===== src/rtl/core/transaction_journal_table_assert.svh =====
// assertion macros for the transaction journal table
// no dependencies; taken in by the rtl files that carry checks
`ifndef TRANSACTION_JOURNAL_TABLE_ASSERT_SVH
`define TRANSACTION_JOURNAL_TABLE_ASSERT_SVH

// same-cycle implication, checks off while reset is high
`define TJT_ASSERT_IMP(lbl, ante, cons, msg) \
   lbl: assert property (@(posedge clock) disable iff (reset) (ante) |-> (cons)) \
      else $error(msg);

// next-cycle implication, checks off while reset is high
`define TJT_ASSERT_NXT(lbl, ante, cons, msg) \
   lbl: assert property (@(posedge clock) disable iff (reset) (ante) |=> (cons)) \
      else $error(msg);

`endif


===== src/rtl/core/tjt_pkg.sv =====
// shared types and constants of the transaction journal table
// no dependencies; used by tjt_slot_table and transaction_journal_table
package tjt_pkg;

   localparam int ID_W       = 32;
   localparam int CMD_W      = 2;
   localparam int CNT_OUT_W  = 5;
   localparam int REQ_DATA_W = 128;
   localparam int REQ_USER_W = 8;
   localparam int RSP_DATA_W = 112;
   localparam int RSP_PAD_W  = RSP_DATA_W - (1 + 3 * ID_W + 2 * CNT_OUT_W);

   // command codes
   localparam logic [CMD_W-1:0] CMD_BEGIN  = 2'd0;
   localparam logic [CMD_W-1:0] CMD_LOG    = 2'd1;
   localparam logic [CMD_W-1:0] CMD_COMMIT = 2'd2;
   localparam logic [CMD_W-1:0] CMD_ABORT  = 2'd3;

   // request from the command sequencer to the slot table
   typedef struct packed {
      logic            start;
      logic            op_log;
      logic [ID_W-1:0] txn_id;
      logic [ID_W-1:0] inode;
      logic [ID_W-1:0] block_no;
      logic [ID_W-1:0] length;
   } tjt_scan_req_type;

endpackage


===== src/rtl/core/tjt_slot_table.sv =====
// slot storage of the journal: valid bits, id and payload memories, one compare unit
// a small sequencer walks the slots one per cycle; depends on tjt_pkg
module tjt_slot_table #(
   parameter int ENTRIES = 16
) (
   input  logic                      clock,
   input  logic                      reset,
   input  tjt_pkg::tjt_scan_req_type scan_req,
   output logic                      scan_done,
   output logic [$clog2(ENTRIES+1)-1:0] scan_removed
);
   import tjt_pkg::*;

   localparam int IW = $clog2(ENTRIES);
   localparam int CW = $clog2(ENTRIES + 1);

   localparam logic [2:0] T_IDLE  = 3'd0;
   localparam logic [2:0] T_LOG   = 3'd1;
   localparam logic [2:0] T_MATCH = 3'd2;
   localparam logic [2:0] T_DRAIN = 3'd3;
   localparam logic [2:0] T_DONE  = 3'd4;

   logic [2:0]         state_ff, state_in;
   logic [IW-1:0]      idx_ff, idx_in;
   logic [ENTRIES-1:0] valid_ff, valid_in;
   logic               cmp_vld_ff, cmp_vld_in;
   logic [IW-1:0]      cmp_idx_ff;
   logic [ID_W-1:0]    txn_rd_ff;
   logic [CW-1:0]      removed_ff, removed_in;
   logic               log_wr;
   logic               hit;

   logic [ID_W-1:0]     txn_mem [ENTRIES];
   logic [3*ID_W-1:0]   payload_mem [ENTRIES];

   // shared compare unit, one slot per cycle
   assign hit = cmp_vld_ff && valid_ff[cmp_idx_ff] && (txn_rd_ff == scan_req.txn_id);

   // sequencer
   always_comb begin
      state_in   = state_ff;
      idx_in     = idx_ff;
      valid_in   = valid_ff;
      removed_in = removed_ff;
      cmp_vld_in = 1'b0;
      log_wr     = 1'b0;
      unique case (state_ff)
         T_IDLE: begin
            if (scan_req.start) begin
               idx_in     = '0;
               removed_in = '0;
               state_in   = scan_req.op_log ? T_LOG : T_MATCH;
            end
         end
         T_LOG: begin
            // first free slot takes the entry
            if (!valid_ff[idx_ff]) begin
               log_wr           = 1'b1;
               valid_in[idx_ff] = 1'b1;
               state_in         = T_DONE;
            end else begin
               idx_in = idx_ff + 1'b1;
            end
         end
         T_MATCH: begin
            cmp_vld_in = 1'b1;
            idx_in     = idx_ff + 1'b1;
            if (idx_ff == IW'(ENTRIES - 1)) begin
               state_in = T_DRAIN;
            end
         end
         T_DRAIN: begin
            state_in = T_DONE;
         end
         T_DONE: begin
            state_in = T_IDLE;
         end
         default: begin
            state_in = T_IDLE;
         end
      endcase
      // drop a matching slot
      if (hit) begin
         valid_in[cmp_idx_ff] = 1'b0;
         removed_in           = removed_ff + 1'b1;
      end
   end

   // control registers
   always_ff @(posedge clock) begin
      if (reset) begin
         state_ff   <= T_IDLE;
         valid_ff   <= '0;
         cmp_vld_ff <= 1'b0;
      end else begin
         state_ff   <= state_in;
         valid_ff   <= valid_in;
         cmp_vld_ff <= cmp_vld_in;
      end
   end

   // scan index, compare stage and tally
   always_ff @(posedge clock) begin
      idx_ff     <= idx_in;
      cmp_idx_ff <= idx_ff;
      removed_ff <= removed_in;
   end

   // memories, registered read of the id
   always_ff @(posedge clock) begin
      if (log_wr) begin
         txn_mem[idx_ff]     <= scan_req.txn_id;
         payload_mem[idx_ff] <= {scan_req.length, scan_req.block_no, scan_req.inode};
      end
      txn_rd_ff <= txn_mem[idx_ff];
   end

   assign scan_done    = (state_ff == T_DONE);
   assign scan_removed = removed_ff;

endmodule


===== src/rtl/core/transaction_journal_table.sv =====
// begin and rejected commands go straight to the response stage; log, commit and abort
// first wait for the slot scan, which walks the slots one per cycle
// one request at a time; the next is taken once the previous response is registered,
// also while that response still waits
// reset: synchronous, active high; clears all valid marks, ids restart at 1, totals at 0
// journal table top; uses tjt_pkg, tjt_slot_table and transaction_journal_table_assert.svh
`include "transaction_journal_table_assert.svh"

module transaction_journal_table #(
   parameter int ENTRIES = 16
) (
   input  logic                             clock,
   input  logic                             reset,
   // request channel
   input  logic                             req_tvalid,
   output logic                             req_tready,
   // txn_id[31:0], inode[63:32], block_no[95:64], length[127:96]
   input  logic [tjt_pkg::REQ_DATA_W-1:0]   req_tdata,
   // cmd[1:0], zero above
   input  logic [tjt_pkg::REQ_USER_W-1:0]   req_tuser,
   // response channel
   output logic                             rsp_tvalid,
   input  logic                             rsp_tready,
   // status[0], new_txn_id[32:1], removed_count[37:33], entries_in_use[42:38],
   // commit_total[74:43], abort_total[106:75], zero above
   output logic [tjt_pkg::RSP_DATA_W-1:0]   rsp_tdata
);
   import tjt_pkg::*;

   localparam int CW = $clog2(ENTRIES + 1);

   localparam logic [1:0] S_IDLE = 2'd0;
   localparam logic [1:0] S_BUSY = 2'd1;
   localparam logic [1:0] S_FIN  = 2'd2;

   logic [1:0]            state_ff, state_in;
   logic [CMD_W-1:0]      cmd_ff;
   logic [ID_W-1:0]       id_ff, inode_ff, block_ff, length_ff;
   logic                  err_ff, err_in;
   logic                  start_ff, start_in;
   logic [ID_W-1:0]       next_id_ff, next_id_in, next_id_inc;
   logic [CW-1:0]         used_ff, used_in;
   logic [CW-1:0]         removed_ff, removed_in;
   logic [ID_W-1:0]       commit_ff, commit_in;
   logic [ID_W-1:0]       abort_ff, abort_in;
   logic                  rsp_valid_ff, rsp_valid_in;
   logic [RSP_DATA_W-1:0] rsp_data_ff, rsp_data_in;
   logic                  accept, fin_go, id_zero, req_id_zero, full;
   logic                  status;
   logic [ID_W-1:0]       issued;
   logic                  scan_done;
   logic [CW-1:0]         scan_removed;
   tjt_scan_req_type      scan_req;

   assign accept      = req_tvalid && req_tready;
   assign req_tready  = (state_ff == S_IDLE);
   assign req_id_zero = (req_tdata[ID_W-1:0] == '0);
   assign full        = (used_ff == CW'(ENTRIES));
   assign id_zero     = (id_ff == '0);
   assign fin_go      = (state_ff == S_FIN) && (!rsp_valid_ff || rsp_tready);
   assign next_id_inc = next_id_ff + 1'b1;

   // slot table
   assign scan_req.start    = start_ff;
   assign scan_req.op_log   = (cmd_ff == CMD_LOG);
   assign scan_req.txn_id   = id_ff;
   assign scan_req.inode    = inode_ff;
   assign scan_req.block_no = block_ff;
   assign scan_req.length   = length_ff;

   tjt_slot_table #(
      .ENTRIES (ENTRIES)
   ) u_slots (
      .clock        (clock),
      .reset        (reset),
      .scan_req     (scan_req),
      .scan_done    (scan_done),
      .scan_removed (scan_removed)
   );

   // command sequencer
   always_comb begin
      state_in   = state_ff;
      err_in     = err_ff;
      start_in   = 1'b0;
      removed_in = removed_ff;
      used_in    = used_ff;
      unique case (state_ff)
         S_IDLE: begin
            if (accept) begin
               removed_in = '0;
               err_in     = 1'b0;
               state_in   = S_FIN;
               case (req_tuser[CMD_W-1:0])
                  CMD_LOG: begin
                     if (req_id_zero || full) begin
                        err_in = 1'b1;
                     end else begin
                        start_in = 1'b1;
                        state_in = S_BUSY;
                     end
                  end
                  CMD_COMMIT, CMD_ABORT: begin
                     if (!req_id_zero) begin
                        start_in = 1'b1;
                        state_in = S_BUSY;
                     end
                  end
                  default: begin
                  end
               endcase
            end
         end
         S_BUSY: begin
            if (scan_done) begin
               state_in = S_FIN;
               if (cmd_ff == CMD_LOG) begin
                  used_in = used_ff + 1'b1;
               end else begin
                  removed_in = scan_removed;
                  used_in    = used_ff - scan_removed;
               end
            end
         end
         S_FIN: begin
            if (fin_go) begin
               state_in = S_IDLE;
            end
         end
         default: begin
            state_in = S_IDLE;
         end
      endcase
   end

   // response fields and counter updates
   always_comb begin
      next_id_in = next_id_ff;
      commit_in  = commit_ff;
      abort_in   = abort_ff;
      issued     = '0;
      status     = 1'b0;
      case (cmd_ff)
         CMD_BEGIN: begin
            issued = next_id_ff;
            if (fin_go) begin
               // ids skip zero on wrap
               next_id_in = (next_id_inc == '0) ? ID_W'(1) : next_id_inc;
            end
         end
         CMD_LOG: begin
            status = err_ff;
         end
         CMD_COMMIT: begin
            status = id_zero || (removed_ff == '0);
            if (fin_go && !id_zero) begin
               commit_in = commit_ff + 1'b1;
            end
         end
         default: begin
            status = id_zero;
            if (fin_go && !id_zero) begin
               abort_in = abort_ff + 1'b1;
            end
         end
      endcase
      rsp_data_in = {{RSP_PAD_W{1'b0}}, abort_in, commit_in, CNT_OUT_W'(used_ff),
                     CNT_OUT_W'(removed_ff), issued, status};
      rsp_valid_in = rsp_valid_ff && !rsp_tready;
      if (fin_go) begin
         rsp_valid_in = 1'b1;
      end
   end

   // control registers
   always_ff @(posedge clock) begin
      if (reset) begin
         state_ff     <= S_IDLE;
         start_ff     <= 1'b0;
         next_id_ff   <= ID_W'(1);
         used_ff      <= '0;
         commit_ff    <= '0;
         abort_ff     <= '0;
         rsp_valid_ff <= 1'b0;
      end else begin
         state_ff     <= state_in;
         start_ff     <= start_in;
         next_id_ff   <= next_id_in;
         used_ff      <= used_in;
         commit_ff    <= commit_in;
         abort_ff     <= abort_in;
         rsp_valid_ff <= rsp_valid_in;
      end
   end

   // request payload and response register
   always_ff @(posedge clock) begin
      err_ff     <= err_in;
      removed_ff <= removed_in;
      if (accept) begin
         cmd_ff    <= req_tuser[CMD_W-1:0];
         id_ff     <= req_tdata[ID_W-1:0];
         inode_ff  <= req_tdata[2*ID_W-1:ID_W];
         block_ff  <= req_tdata[3*ID_W-1:2*ID_W];
         length_ff <= req_tdata[4*ID_W-1:3*ID_W];
      end
      if (fin_go) begin
         rsp_data_ff <= rsp_data_in;
      end
   end

   assign rsp_tvalid = rsp_valid_ff;
   assign rsp_tdata  = rsp_data_ff;

   // checks
   `TJT_ASSERT_IMP(a_used_bound, 1'b1, used_ff <= CW'(ENTRIES), "slot count above table size")
   `TJT_ASSERT_IMP(a_done_busy, scan_done, state_ff == S_BUSY, "slot scan ended while not busy")
   `TJT_ASSERT_IMP(a_id_nonzero, 1'b1, next_id_ff != '0, "next transaction id is zero")
   `TJT_ASSERT_NXT(a_log_count, scan_done && (cmd_ff == CMD_LOG),
      used_ff == CW'($past(used_ff) + 1'b1), "log did not add one slot")

endmodule

===== config.mk =====
export PLATFORM = sky130hd
export DESIGN_NAME = transaction_journal_table
export DESIGN_NICKNAME = d
export VERILOG_FILES = /design/src/rtl/core/tjt_pkg.sv /design/src/rtl/core/tjt_slot_table.sv /design/src/rtl/core/transaction_journal_table.sv
export VERILOG_INCLUDE_DIRS = /design/src /design/src/rtl/core
export SDC_FILE = /design/constraint.sdc
export NUM_CORES = 1
export LEC_CHECK = 0
export ABC_CLOCK_PERIOD_IN_PS = 4080
export BUFFER_PORTS_ARGS = -buffer_cell sky130_fd_sc_hd__buf_2
export CAP_MARGIN = 0
export CORE_ASPECT_RATIO = 0.7
export CORE_MARGIN = 10
export CORE_UTILIZATION = 40
export CTS_BUF_LIST = sky130_fd_sc_hd__clkbuf_8 sky130_fd_sc_hd__clkbuf_16
export CTS_CLUSTER_SIZE = 14
export DETAILED_ROUTE_END_ITERATION = 12
export PLACE_DENSITY = 0.63
export SLEW_MARGIN = 20
export SYNTH_ARGS = -nofsm -noshare
export SYNTH_HDL_FRONTEND = slang
export SYNTH_HIERARCHICAL = 1
export SYNTH_SLANG_ARGS = --single-unit

===== constraint.sdc =====
create_clock -name clock -period 4.08 [get_ports clock]
set_input_delay 0.816 -clock clock [delete_from_list [all_inputs] [get_ports clock]]
set_output_delay 0.816 -clock clock [all_outputs]
set_load 0.01 [all_outputs]

==> results of run 1 <==
-- layout make-up --
cell class	count	area [sq um]	area share, %
inverter	17	63.8	0.171
clock inverter	61	514	1.38
timing repair buffer	200	1240	3.33
sequential	829	23300	62.3
clock buffer	93	2210	5.93
multi-input combinational	900	8710	23.3
tap	1068	1340	3.58
-- where the power goes --
group / switching, uW / internal [uW]
clock: 3250 / 4250
sequential: 131 / 9260
combinational: 422 / 351
total: 3800 / 13900
-- worst paths after layout --
path            startpoint       endpoint  slack [ns]  cells past startpoint
max reg2reg      id_ff[31]   abort_ff[26]        0.59                      7
min reg2reg  removed_ff[2]  rsp_tdata[35]        0.46                      0
min          req_tdata[22]      id_ff[22]        0.35                      1
max              id_ff[31]   abort_ff[26]        0.59                      7
-- flip-flops by register name (all words and copies together) (netlist names), 3 cells and up --
register              count
abort_ff                 32
commit_ff                32
id_ff                    32
next_id_ff               32
removed_ff                5
rsp_tdata               107
u_slots/cmp_idx_ff        4
u_slots/idx_ff            4
u_slots/scan_removed      5
u_slots/state_ff          3
u_slots/txn_mem         512
u_slots/txn_rd_ff        32
u_slots/valid_ff         16
used_ff                   5
-- per-stage QoR --
step	worst slack, ns	cell area [sq um]	hold WS (ns)	utilization [%]
6_report	0.589	37400	0.349	46.4
3_5_place_dp	0.740	34600	0.450	43.0
3_3_place_gp	0.798	34600	0.458	43.0
2_1_floorplan	0.0947	32400	0.376	-
5_1_grt	0.555	37400	0.320	46.4
4_1_cts	0.665	37300	0.303	46.4
-- cell usage in the layout (no fill, tap or decap), types with 10 or more instances in the layout --
master / instances
edfxtp_1: 668
mux4_2: 170
dfxtp_1: 161
buf_2: 145
nor2_1: 85
clkbuf_16: 83
xnor2_1: 82
nor2b_1: 69
xor2_1: 59
nand2_1: 52
buf_4: 46
inv_1: 44
and2_1: 41
nand4_1: 40
nand3_1: 33
and3_1: 29
a21oi_1: 27
nor4_1: 25
nor3_1: 22
o21bai_1: 17
and2_2: 16
ha_1: 13
clkinv_2: 13
and4_1: 12
a31oi_1: 10
clkbuf_8: 10
-- critical path, stage by stage (launching register included) --
cell	delay [ns]
edfxtp_1	0.64
nor4_1	0.80
nand4_1	0.52
o2111ai_1	0.60
nor2_1	0.21
and3_1	0.24
xor2_1	0.20
nor2b_1	0.19
-- routing by layer --
layer,track usage (%),wire length (um),vias to the layer above
li1,-,-,7564
met1,22.5,33000,8852
met2,24.4,34900,576
met3,2.82,4790,117
met4,4.82,1910,0
met5,0,0,-
==> run_results.csv, run 1 <==
group,metric,value,unit
outcome,status,"completed",
clock_tree,clock_latency,0.66,ns
layout,diodes,0,
worst_setup_path,critPathKind,"flip-flop to flip-flop",
sta,hold_viol,0,
worst_setup_path,worstPathRequired,4.65,ns
layout,area_growth,15.3,%
logic_synthesis,syn_avg_cell_area,17.7,sq um
global_route,grt_pass1_wl,112000,um
clock_tree,ctsLongestPathBuffers,3,
die,pin_count,254,
sta,slew_violations,0,
routing,via_count,17100,
clock_tree,numCtsBuffers,82,
clock_tree,clkTransAtPathRegs,0.07,ns
clock_tree,cts.repair.resized,0,
logic_synthesis,synth_area,32400,sq um
sta,setup_viol,0,
pwr,p_per_area,473,nW/um^2
global_route,grt_pass1_vias,17300,
die,rows,87,
global_route,overflow,0,
layout,finalNonFillerCells,3168,
layout,drive_above_1_share,25.0,%
logic_synthesis,netlist_instances,1830,
pwr,p_leak,0.0124,uW
clock_tree,post_cts_buffers,0,
routing,drt_wl_total,74600,um
worst_setup_path,arrival,4.06,ns
layout,fillCellCount,6748,
placement,routabilityCongestion,0.857,
sta,setup_tns,0,ns
worst_setup_path,critPathMaxFanout,18,
sta,finalCriticalPeriod,3.49,ns
clock_tree,htreeDepth,3,
sta,tightestPinTransition,1.02,ns
die,die_h,258,um
sta,skew,0.0333,ns
routing,vias_per_cell,5.40,
routing,initialDrtViolationCount,1611,
global_route,grt_max_degree,79,
run,maxCapViolCount,0,
die,fp.coreArea,80400,sq um
routing,antenna_left,0,
die,die_w,360,um
logic_synthesis,yosysWarnings,6,
layout,layout.nets,2184,
routing,drc,0,
routing,post_drt_wl_per_cell,23.5,um
sta,rsz0062_at_grt,"no",
die,dieArea,93000,sq um
clock_tree,cts_sinks,829,
worst_setup_path,critPathCaptureType,"flip-flop",
global_route,grtUsageTotal,15.7,%
pwr,peakVddDrop,0.000322,V
placement,dp.final_hpwl,44800,um
hold_path,hold_class,"input pin to flip-flop",
clock_tree,cts_hold_buf,0,
pwr,power,17700,uW
sta,max_freq,286,MHz
worst_setup_path,critPathLaunchType,"flip-flop",
sta,finalCritPeriodShare,85.6,%
die,start_util,40.3,%
global_route,grt_antenna_before_repair,1,
placement,io_buffers,146,
routing,firstDrtPassIters,5,
clock_tree,cts_root_buffer,"clkbuf_16",
clock_tree,cts_tree,"built",
placement,dp.cells,3014,
sta,slew_headroom,31.8,%
(Power assumes the default switching activity.)
==> run 2, diff against run 1 <==
Settings changed: CAP_MARGIN 0 to 20, RECOVER_POWER set to 50.
==> run_results.csv, run 2 (synthesis results as in run 1) <==
group,metric,value,unit
die,rows,87,
die,die_h,258,um
pwr,seqPwrFrac,53.2,%
routing,antenna_left,0,
placement,io_buffers,146,
clock_tree,ctsLongestPathBuffers,3,
layout,layout_commonest_cell,"edfxtp_1",
layout,drive_above_1_share,17.6,%
hold_path,hold_class,"input pin to flip-flop",
layout,area_growth,14.5,%
routing,via_count,17100,
routing,drt_wl_total,74500,um
worst_setup_path,crit_chain,"clkbuf_1 -> nor4_1 -> and4_1 -> a211oi_2 -> nand4_1 -> nor4_1 -> xor2_1 -> nor2b_1",
sta,setup_tns,0,ns
worst_setup_path,slowest_stage,"a211oi_2",
sta,hold_viol,0,
global_route,grt_antenna_before_repair,1,
pwr,power.share.clock,42.5,%
global_route,grt_pass1_wl,112000,um
outcome,violations,"max-capacitance violations, max-slew violations",
clock_tree,cts_hold_buf,0,
layout,post-route-util,46.1,%
clock_tree,cts_tree,"built",
sta,finalCritPeriodShare,87.3,%
sta,tightestPinTransition,2.38,ns
routing,drc,0,
clock_tree,cts_root_buffer,"clkbuf_16",
routing,vias_per_cell,5.41,
routing,post_drt_wl_per_cell,23.5,um
clock_tree,htreeDepth,3,
die,die_w,360,um
sta,max_freq,281,MHz
sta,holdWs,0.347,ns
pwr,p_leak,0.0120,uW
clock_tree,numCtsBuffers,82,
worst_setup_path,worstPathRequired,4.58,ns
worst_setup_path,arrival,4.06,ns
sta,slew_headroom,-58.8,%
sta,rsz0062_at_grt,"no",
die,start_util,40.3,%
clock_tree,cts.repair.resized,0,
clock_tree,post_cts_buffers,0,
global_route,grt_max_degree,79,
worst_setup_path,critPathKind,"flip-flop to flip-flop",
layout,final_cell_mix,"edfxtp_1 (668), mux4_2 (170), dfxtp_1 (161), clkbuf_1 (154), nor2_1 (85)",
layout,diodes,0,
global_route,grtUsageTotal,15.7,%
layout,top_register,"u_slots/txn_mem",
die,fp.coreArea,80400,sq um
layout,fillCellCount,6830,
die,pin_count,254,
worst_setup_path,slowest_delay,0.71,ns
worst_setup_path,cp_common_cell,"nor4_1",
worst_setup_path,critPathCaptureType,"flip-flop",
worst_setup_path,critPathMaxFanout,18,
sta,finalCriticalPeriod,3.56,ns
sta,slew_violations,190,
sta,fin_ws,0.518,ns
outcome,status,"complete, but fails checks",
placement,place_ws,0.740,ns
pwr,peakVddDrop,0.000323,V
placement,routabilityCongestion,0.857,
clock_tree,clkTransAtPathRegs,0.06,ns
sta,setup_viol,0,
global_route,grt_pass1_vias,17300,
sta,skew,0.0354,ns
pwr,internal_power,13900,uW
layout,largest_register_ffs,512,
pwr,p_sw_share,21.6,%
layout,layout.nets,2184,
placement,dp.final_hpwl,44800,um
worst_setup_path,critPathLaunchType,"flip-flop",
clock_tree,clock_latency,0.66,ns
pwr,p_per_area,476,nW/um^2
clock_tree,cts_sinks,829,
run,maxCapViolCount,5,
routing,firstDrtPassIters,5,
layout,finalNonFillerCells,3168,
routing,initialDrtViolationCount,1739,
placement,dp.cells,3014,
global_route,overflow,0,
pwr,p_comb_share,4.3,%
pwr,p_sw,3810,uW
die,dieArea,93000,sq um
-- run 2: power groups by stage --
| stage | logic (uW) | clock network (uW) | registers, uW |
|---|---|---|---|
| after floorplan | 507 | 0 | 9550 |
| after global placement | 767 | 0 | 9570 |
| after detailed placement | 779 | 0 | 9580 |
| after CTS | 783 | 7690 | 9400 |
| after global routing | 820 | 8040 | 9410 |
| final | 761 | 7510 | 9400 |
-- run 2: area by class of cell --
type	instances	area (sq um)	area share, %
repair buffers	200	1010	2.71
multi-input cells	900	8700	23.4
clock buffers	93	2210	5.97
well taps	1068	1340	3.60
flip-flops and latches	829	23300	62.7
inverters	17	63.8	0.172
clock inverters	61	514	1.39
-- run 2: per-stage QoR --
stage / total power [uW] / cell area [sq um]
3_5_place_dp: 10400 / 34600
6_report: 17700 / 37100
5_1_grt: 18300 / 37100
4_1_cts: 17900 / 37300
3_3_place_gp: 10300 / 34600
2_1_floorplan: 10100 / 32400
-- run 2: worst paths after layout --
check	from	depth (start not counted)	slack, ns	end
max	id_ff[14]	8	0.52	commit_ff[31]
min	req_tdata[22]	1	0.35	id_ff[22]
max reg2reg	id_ff[14]	8	0.52	commit_ff[31]
min reg2reg	removed_ff[2]	0	0.47	rsp_tdata[35]
-- run 2: critical path, delay by kind of cell, from the launching register on --
kind / cells / cell delay (ns)
AOI/OAI and AO/OA: 1 / 0.71
DFF: 1 / 0.33
xor gates and xnor gates: 1 / 0.13
buffers and inverters: 1 / 0.69
and+or+nand+nor: 5 / 1.53
-- run 2: layer usage --
metal  vias up  share of wire (%)  track usage, %
li1       7559                  -               -
met1      8878                 44            22.5
met2       567                 47            24.4
met3       121                6.6            2.82
met4         0                2.6            4.82
met5         -                  0               0
==> run 3, diff against run 2 <==
Settings changed: ABC_AREA set to 1, SETUP_SLACK_MARGIN set to 0.02, SYNTH_HIERARCHICAL 1 to not set.
==> run_results.csv, run 3 <==
group,metric,value,unit
routing,drc,0,
global_route,grt_pass1_vias,22300,
clock_tree,cts_root_buffer,"clkbuf_16",
sta,fin_ws,0.722,ns
worst_setup_path,critPathKind,"flip-flop to flip-flop",
sta,finalCritPeriodShare,82.3,%
layout,drive_above_1_share,8.90,%
sta,slew_headroom,-71.7,%
clock_tree,ctsLongestPathBuffers,3,
hold_path,hold_start,"req_tdata[20]",
layout,layout.nets,3567,
die,rows,90,
worst_setup_path,slowest_stage,"buf_2",
die,dieArea,99100,sq um
clock_tree,numCtsBuffers,82,
logic_synthesis,yosys-top-cells-count,"edfxtp_1 (668), nand2_1 (641), nor2_1 (453)",
clock_tree,clock_latency,0.66,ns
pwr,peakVddDrop,0.000648,V
die,die_h,266,um
worst_setup_path,crit_chain,"inv_1 -> nor2_1 -> nand2_1 -> clkinvlp_2 -> buf_2",
logic_synthesis,yosysTopAreaCellShare,57.8,%
clock_tree,clkTransAtPathRegs,0.07,ns
logic_synthesis,netlist_instances,3269,
die,fp.coreArea,86100,sq um
worst_setup_path,worst-path-buf-inv,3,
hold_path,hold_class,"input pin to flip-flop",
placement,placed_cell_area,36900,sq um
clock_tree,htreeDepth,3,
layout,area_growth,13.4,%
layout,multiInputGateArea,9830,sq um
worst_setup_path,critPathCaptureType,"flip-flop",
routing,initialDrtViolationCount,2586,
worst_setup_path,startpoint,"state_ff[1]",
layout,fin_area,39400,sq um
worst_setup_path,critPathMaxFanout,107,
clock_tree,cts_tree,"built",
routing,post_drt_wl_per_cell,18.7,um
layout,top_register,"u_slots.txn_mem",
placement,io_buffers,146,
global_route,grtUsageTotal,17.1,%
routing,drt_wl_total,86900,um
global_route,grt_pass1_wl,133000,um
clock_tree,cts_hold_buf,0,
routing,vias_per_cell,5.23,
die,start_util,40.3,%
worst_setup_path,rrSetupSlack,0.72,ns
global_route,grt_antenna_before_repair,0,
sta,setup_viol,0,
placement,place_ws,0.863,ns
logic_synthesis,ys_ff_latch,829,
routing,via_count,24200,
placement,dp.final_hpwl,53000,um
outcome,violations,"max-capacitance violations, max-slew violations",
layout,finalNonFillerCells,4634,
logic_synthesis,synth_area_leaders,"edfxtp_1 (58%), dfxtp_1 (9.3%), nand2_1 (6.9%), nor2_1 (4.9%), o21ai_0 (4.4%)",
outcome,status,"complete, but fails checks",
logic_synthesis,synth_area,34700,sq um
worst_setup_path,slowest_delay,1.81,ns
layout,seqCellArea,23300,sq um
logic_synthesis,synth_edf_count,668,
run,maxCapViolCount,3,
die,pin_count,254,
clock_tree,cts.repair.resized,0,
placement,routabilityCongestion,0.915,
clock_tree,cts_sinks,829,
sta,skew,0.0458,ns
logic_synthesis,yosysWarnings,0,
sta,setup_tns,0,ns
die,die_w,372,um
sta,holdWs,0.340,ns
layout,final_cell_mix,"edfxtp_1 (668), nand2_1 (642), nor2_1 (453), o21ai_0 (302), inv_1 (257)",
worst_setup_path,worstPathRequired,4.30,ns
logic_synthesis,synth-seq-area-share,67.1,%
sta,slew_violations,223,
global_route,grt_max_degree,201,
logic_synthesis,syn_avg_cell_area,10.6,sq um
layout,fillCellCount,7999,
pwr,p_per_area,573,nW/um^2
routing,antenna_left,0,
logic_synthesis,synth_area_leader_cell,"edfxtp_1",
worst_setup_path,arrival,3.58,ns
layout,largest_register_ffs,512,
routing,firstDrtPassIters,5,
sta,finalCriticalPeriod,3.36,ns
sta,tightestPinTransition,2.58,ns
logic_synthesis,yosysUniqueCellTypes,55,
worst_setup_path,critPathLaunchType,"flip-flop",
clock_tree,post_cts_buffers,0,
worst_setup_path,crit_family,"buffers and inverters",
logic_synthesis,synthArstFlopShare,0,%
layout,layout_commonest_cell,"edfxtp_1",
worst_setup_path,reg2reg_from,"state_ff[1]",
pwr,p_leak,0.0138,uW
logic_synthesis,yosysMostFrequentCell,"edfxtp_1",
sta,max_freq,298,MHz
logic_synthesis,synth_flop_cell,"edfxtp_1",
sta,hold_viol,0,
global_route,overflow,0,
sta,rsz0062_at_grt,"no",
placement,dp.cells,4479,
==> run 3: metal layers <==
layer	global-route usage [%]	up-vias	routed length (um)
li1	-	11600	-
met1	25.9	11700	41700
met2	24.4	805	36700
met3	3.00	148	6070
met4	5.48	0	2400
met5	0	-	0
==> run 3: final timing paths <==
kind / to / depth (start not counted)
max: rsp_tdata[96] / 5
max reg2reg: rsp_tdata[96] / 5
min: id_ff[20] / 1
min reg2reg: rsp_tdata[37] / 0
==> run 3: kinds of logic (layout without fill, tap and decap cells) <==
logic type	count (synthesis)	count (layout)	synth area share, %
AND/OR/NAND/NOR	1376	1376	17.1
flip-flops	829	829	67.1
AO/OA/AOI/OAI	586	586	9.28
buffers and inverters	410	620	4.68
XOR/XNOR	53	53	1.36
adder cells (fa/ha/maj)	14	14	0.526
other	1	6	0.0108
==> run 3: final cells by class <==
type                       count  area share, %
clock inverter                66           1.31
tap                         1150           3.66
sequential                   829           59.2
clock buffer                  88           5.42
multi-input combinational   2034           25.0
timing repair buffer         201           2.94
antenna                        1        0.00636
inverter                     265           2.55
==> run 3: power by group <==
group          total, uW  internal (uW)  switching (uW)
combinational       5030           1430            3610
clock               7380           4070            3310
sequential         10100           9760             385
total              22600          15300            7300
==> run 3: worst register-to-register path, cell delays in order, from the launching register on <==
cell and delay [ns]:
dfxtp_1 0.36, inv_1 0.05, nor2_1 0.11, nand2_1 0.23
clkinvlp_2 0.23, buf_2 1.81
==> run 3: per-stage QoR <==
stage | util [%] | total power (uW)
6_report | 45.7 | 22600
5_1_grt | 45.7 | 23700
4_1_cts | 45.9 | 22700
3_5_place_dp | 42.9 | 15300
3_3_place_gp | 42.9 | 15300
2_1_floorplan | - | 13600
